File: config.mk
export PLATFORM = sky130hd
export DESIGN_NAME = iqca_table
export DESIGN_NICKNAME = d
export VERILOG_FILES = /design/src/hdl/iqca_pkg.sv /design/src/hdl/iqca_table.sv
export SDC_FILE = /design/constraint.sdc
export NUM_CORES = 2
export LEC_CHECK = 0
export BUFFER_PORTS_ARGS = -buffer_cell sky130_fd_sc_hd__buf_2
export CAP_MARGIN = 20
export CORE_ASPECT_RATIO = 0.7
export CORE_UTILIZATION = 45
export DETAILED_ROUTE_END_ITERATION = 12
export SLEW_MARGIN = 15
export SYNTH_ARGS = -nofsm -noshare
export SYNTH_HDL_FRONTEND = slang
export SYNTH_SLANG_ARGS = --single-unit
File: constraint.sdc
create_clock -name clock -period 3.4 [get_ports clock]
set_input_delay 0.34 -clock clock [delete_from_list [all_inputs] [get_ports clock]]
set_output_delay 0.34 -clock clock [all_outputs]
set_load 0.02 [all_outputs]
File: src/hdl/iqca_pkg.sv
// Shared constants, types and helper functions of the IQ correlation accumulator.
`timescale 1ns / 1ps
`default_nettype none

package iqca_pkg;

   localparam int TABLE_DEPTH  = 48;
   localparam int ACC_WIDTH    = 48;
   localparam int POS_WIDTH    = $clog2(TABLE_DEPTH);
   localparam int INDEX_WIDTH  = 6;
   localparam int SAMPLE_WIDTH = 16;
   localparam int PROD_WIDTH   = 2 * SAMPLE_WIDTH;
   localparam int PROD_SHIFT   = 4;
   localparam int OUT_WIDTH    = 48;

   // Item kinds carried in req_type
   typedef enum logic [1:0] {
      REQ_SAMPLE      = 2'd0,
      REQ_CLEAR       = 2'd1,
      REQ_READ        = 2'd2,
      REQ_TABLE_WRITE = 2'd3
   } req_kind_type;

   // One sine/cosine table entry
   typedef struct packed {
      logic signed [SAMPLE_WIDTH-1:0] sine;
      logic signed [SAMPLE_WIDTH-1:0] cosine;
   } table_entry_type;

   // Commands from the pipeline to the table memory
   typedef struct packed {
      logic                   rd_en;
      logic                   wr_en;
      logic                   block_end;
      logic [INDEX_WIDTH-1:0] wr_index;
      table_entry_type        wr_data;
   } table_cmd_type;

   // Product scaled by an arithmetic shift (floor) and widened to the accumulator
   function automatic logic signed [ACC_WIDTH-1:0] scale_product(
      input logic signed [PROD_WIDTH-1:0] prod);
      logic signed [PROD_WIDTH-1:0] shifted;
      shifted = prod >>> PROD_SHIFT;
      return ACC_WIDTH'(shifted);
   endfunction

   // Accumulator sign-extended, then cut to the result width
   function automatic logic signed [OUT_WIDTH-1:0] acc_to_out(
      input logic signed [ACC_WIDTH-1:0] acc);
      logic signed [63:0] wide;
      wide = 64'(acc);
      return wide[OUT_WIDTH-1:0];
   endfunction

endpackage

`default_nettype wire

File: src/hdl/iqca_table.sv
// Sine/cosine table memory with the table position counter and registered read.
`timescale 1ns / 1ps
`default_nettype none

module iqca_table (
   input  wire logic                     clock,
   input  wire logic                     reset,
   input  wire iqca_pkg::table_cmd_type  cmd,
   output iqca_pkg::table_entry_type     rd_data
);

   iqca_pkg::table_entry_type         tbl_mem [iqca_pkg::TABLE_DEPTH];
   iqca_pkg::table_entry_type         rd_ff;
   logic [iqca_pkg::POS_WIDTH-1:0]    pos_ff;
   logic [iqca_pkg::POS_WIDTH-1:0]    pos_in;
   logic                              wr_ok;

   // table write ignored past the last entry
   assign wr_ok = cmd.wr_en && (32'(cmd.wr_index) < iqca_pkg::TABLE_DEPTH);

   // position advances per sample, back to zero at block end or past the last entry
   always_comb begin
      pos_in = pos_ff;
      if (cmd.rd_en) begin
         if (cmd.block_end || pos_ff == iqca_pkg::POS_WIDTH'(iqca_pkg::TABLE_DEPTH - 1)) begin
            pos_in = '0;
         end else begin
            pos_in = pos_ff + 1'b1;
         end
      end
   end

   always_ff @(posedge clock) begin
      if (reset) begin
         pos_ff <= '0;
      end else begin
         pos_ff <= pos_in;
      end
   end

   // single-port memory: a write or a read per beat, read data registered
   always_ff @(posedge clock) begin
      if (wr_ok) begin
         tbl_mem[iqca_pkg::POS_WIDTH'(cmd.wr_index)] <= cmd.wr_data;
      end
      if (cmd.rd_en) begin
         rd_ff <= tbl_mem[pos_ff];
      end
   end

   assign rd_data = rd_ff;

endmodule

`default_nettype wire

### After elaboration in Yosys (flattened, before gate mapping)

Memories as Yosys holds them, arrays and structs flattened. A register that Yosys moved wholly into a read port is not among the register bits.
Index checks and enable logic that the tools add are counted.

* flip-flop bits (word level): 6
* logic and storage cells: 10
* memories: 1
* output and inout port bits: 32
* bits in writable memories: 1536

Memories
* tbl_mem: words 48, width 32, rd ports 1, clocked after memory_dff 1, wr ports 1, line iqca_table.sv:12 `iqca_pkg::table_entry_type tbl_mem [iqca_pkg::TABLE_DEPTH];`

* add/sub/neg operators: 1
* multiplexer cells: 3
* equal/unequal tests: 1
* reduce and logical (&&, ||, !) cells: 2
* magnitude comparators: 1

Operators by type and width (count)
* $add 6x1->6 const B: 1
* $eq 6x6->1 const B: 1
* $lt 6x6->1 const B: 1
* $mux 6: 1
* $mux 1: 2
* $logic_and 1x1->1: 1
* $logic_or 1x1->1: 1

### Logic depth before layout (Yosys ltp)

* depth in word-level cells: 4
* depth in mapped cells: 9
* gate-level depth less buffers: 4

### Worst setup path after synthesis

OpenSTA, ideal clock, no wires.

* path type: input port to flip-flop
* from: input port cmd[32] (netlist name)
* to: memory tbl_mem[42][0] (netlist name), enable pin
* stages on the path: 4
* path slack: 0.397 ns
* data arrival time: 2.582 ns
* buffers on the path: 1
* library setup time: 0.421 ns
* path through: clkbuf_1 > or3b_2 > nand2b_1 > nor2_1

* word-level cells in the longest chain between the ends: 4

RTL lines
* start: declaration: line iqca_table.sv:8 `input wire iqca_pkg::table_cmd_type cmd,`
* $lt 6x6->1: line iqca_table.sv:19 `assign wr_ok = cmd.wr_en && (32'(cmd.wr_index) < iqca_pkg::TABLE_DEPTH);`
* $logic_and 1x1->1: line iqca_table.sv:19
* $mux 1: line iqca_table.sv:43 `if (wr_ok) begin`
* $mux 1 (implied by the code): line iqca_table.sv:44 `tbl_mem[iqca_pkg::POS_WIDTH'(cmd.wr_index)] <= cmd.wr_data;`
* end: declaration: line iqca_table.sv:12

Several ways; a longest one is shown, not always the timed one.

==> flow_summary_export.csv <==
group,metric,value,unit
detailed_routing,wl_met2,78550,µm
yosys,syn_nets,2959,
yosys,netlist_area,60260,µm²
yosys,synth-seq-cells,1574,
die,rows,111,
yosys,synth_cell_types,44,
yosys,ys.flop_type,"edfxtp_1",
detailed_routing,viasPerCell,6.338,
detailed_routing,wl_per_cell,35.48,µm
detailed_routing,met3_length,17610,µm
clocking,cts.path.max_buffers,3,
clocking,cts.clk_slew.worst_paths,60,ps
timing,hold_viol_final,0,
detailed_routing,detail-route-antenna-nets,0,
timing,worst_slew_pin_slew,1148,ps
placed_design,dp_hpwl,100400,µm
timing,fin_setup_tns,0,ps
placed_design,io_buffers,74,
layout,drive_above_1_share,0.2251,
yosys,yosysMostFrequentCell,"edfxtp_1",
yosys,synth_top_cell_by_area,"edfxtp_1",
die,dieWidth,439.4,µm
power_and_ir_drop,powerDensity,569.4,nW/µm²
timing,fmax,352.4,MHz
yosys,synth_edf_count,1568,
detailed_routing,wl,177300,µm
grt,antenna_found_initial,22,
clocking,cts_sinks,1574,
outcome,outcome,"completed",
timing,rsz0062_at_grt,"false",
setup_path,crit_path_end_kind,"flop",
clocking,htreeDepth,4,
placed_design,dpl_cell_area,64080,µm²
detailed_routing,drtIter0Drc,4439,
clocking,cts_buffers,143,
job,drv_cap,0,
power_and_ir_drop,p_leak,20.50,nW
placed_design,place_inst,4730,
timing,slew_violations,0,
clocking,cts.repair.resized,0,
layout,instances_no_fill,4997,
yosys,syn_area_per_cell,20.67,µm²
yosys,ys_seq_area_frac,0.7833,
yosys,postSynthCellCount,2915,
timing,setup_viol,0,
yosys,synthArstFlopShare,0,
setup_path,start_kind,"flop",
power_and_ir_drop,ir_drop,0.4633,mV
die,core,131900,µm²
yosys,synth_commonest_cells,"edfxtp_1, mux2i_1, mux4_2",
die,io_pins,75,
detailed_routing,first_pass_iters,6,
min_path,min_path_type,"in2reg",
timing,clock_skew,22.02,ps
yosys,yosysTopAreaCellShare,0.7813,
detailed_routing,met1_length,75120,µm
timing,final.period_utilization,0.8347,
die,start_util,0.4568,
die,die_height,308.2,µm
grt,track_usage,0.2624,
detailed_routing,drcViolationCount,0,
placed_design,gp_congestion,0.8388,
yosys,yosysWarnings,0,
setup_path,required,3880,ps
setup_path,arrival,3320,ps
layout,finish.instance_area,68690,µm²
grt,grt_pass1_wl,242800,µm
clocking,cts_tree,"yes",
setup_path,crit_fanout,27,
detailed_routing,via_count,31670,
grt,grt_max_degree,71,
timing,relSlewSlack,0.2331,
detailed_routing,dr.max_layer_used,"met5",
timing,post-route-min-period,2838,ps
grt,grt-ovfl-total,0,
layout,area_growth,13.99,%
grt,grt_pass1_vias,30530,
die,die-area,135400,µm²
layout,final_nets,3169,
clocking,cts-root-buf,"clkbuf_16",
clocking,clk_latency,770,ps
yosys,synthTopCellsByArea,"edfxtp_1, mux4_2, mux2i_1",
setup_path,critical_path_class,"reg2reg",
path summary, 6_finish.rpt:
check / startpoint / to / slack, ps / depth (start not counted)
min reg2reg: pos_ff[4] / pos_ff[4] / 660 / 3
max: pos_ff[1] / rd_data[24] / 560 / 5
min: cmd[38] / pos_ff[1] / 70 / 4
max reg2reg: pos_ff[1] / rd_data[24] / 560 / 5
placed cells by master (no fill, tap or decap), drive strengths merged, types with 2 or more instances in the layout:
master  count
a21oi      95
a221oi     64
a222oi     32
a22oi      32
a31oi      32
and2        3
buf       238
bufinv     12
clkbuf    186
clkinv     56
dfxtp       6
diode       7
edfxtp   1568
inv         6
mux2       32
mux2i     385
mux4      192
nand2      69
nand2b      7
nand3       4
nand3b      6
nor2       59
nor2b       7
o21ai      65
o221ai     63
or3         2
or3b        4
xnor2       3
xor2        2
logic make-up after synthesis:
kind of cell    share of synthesized area
compound gates                    0.04584
xor+xnor                        0.0007268
fa+ha+maj                       0.0002076
buf+inv                           0.01590
flops                              0.7833
mux                                0.1417
simple gates                      0.01233
layout make-up:
cell class / instances / area (µm²)
multi-input combinational: 1165 / 12520
clock buffer: 186 / 3931
fill: 10280 / 63240
inverter: 2 / 7.507
sequential: 1574 / 47220
clock inverter: 73 / 659.4
timing repair buffer: 239 / 2150
antenna: 7 / 17.52
tap: 1751 / 2191
where the power goes:
group	leakage [nW]	switching, mW	internal (mW)
clock network	2.24	6.97	9.07
logic	4.08	0.963	0.521
registers	14.2	0.103	21.5
total	20.5	8.04	31.1
worst max-delay path: stages, from the launching register on:
cell,delay [ps]
dfxtp_4,730
buf_12,310
buf_12,250
mux4_2,520
o21ai_0,490
a222oi_1,180
sequential cells by signal, summed over array words and instances, names as in the netlist:
signal and count:
rd_data 32, pos_ff 6, tbl_mem 1536
what timing repair did:
action                    in CTS  in global routing
hold buffers                   1                  0
setup buffers                  0                  0
hold endpoints to repair       6                  0
metal layers:
metal  vias to the layer above  GRT usage
li1                      12630          -
met1                     16890     0.3891
met2                      1852     0.3865
met3                       291    0.05359
met4                        10    0.09011
met5                         -          0
through the flow:
stage | power (mW) | setup WS [ps] | utilization | hold WS (ps)
3_3_place_gp | 23.45 | 671.1 | 0.4857 | 613.1
2_1_floorplan | 22.75 | 396.7 | - | 438.9
6_report | 39.11 | 562.0 | 0.5207 | 74.92
3_5_place_dp | 23.50 | 596.1 | 0.4857 | 641.1
4_1_cts | 39.34 | 586.2 | 0.5205 | 25.04
5_1_grt | 40.16 | 548.3 | 0.5206 | 70.27
No activity file was read; power rests on OpenSTA's default activity.
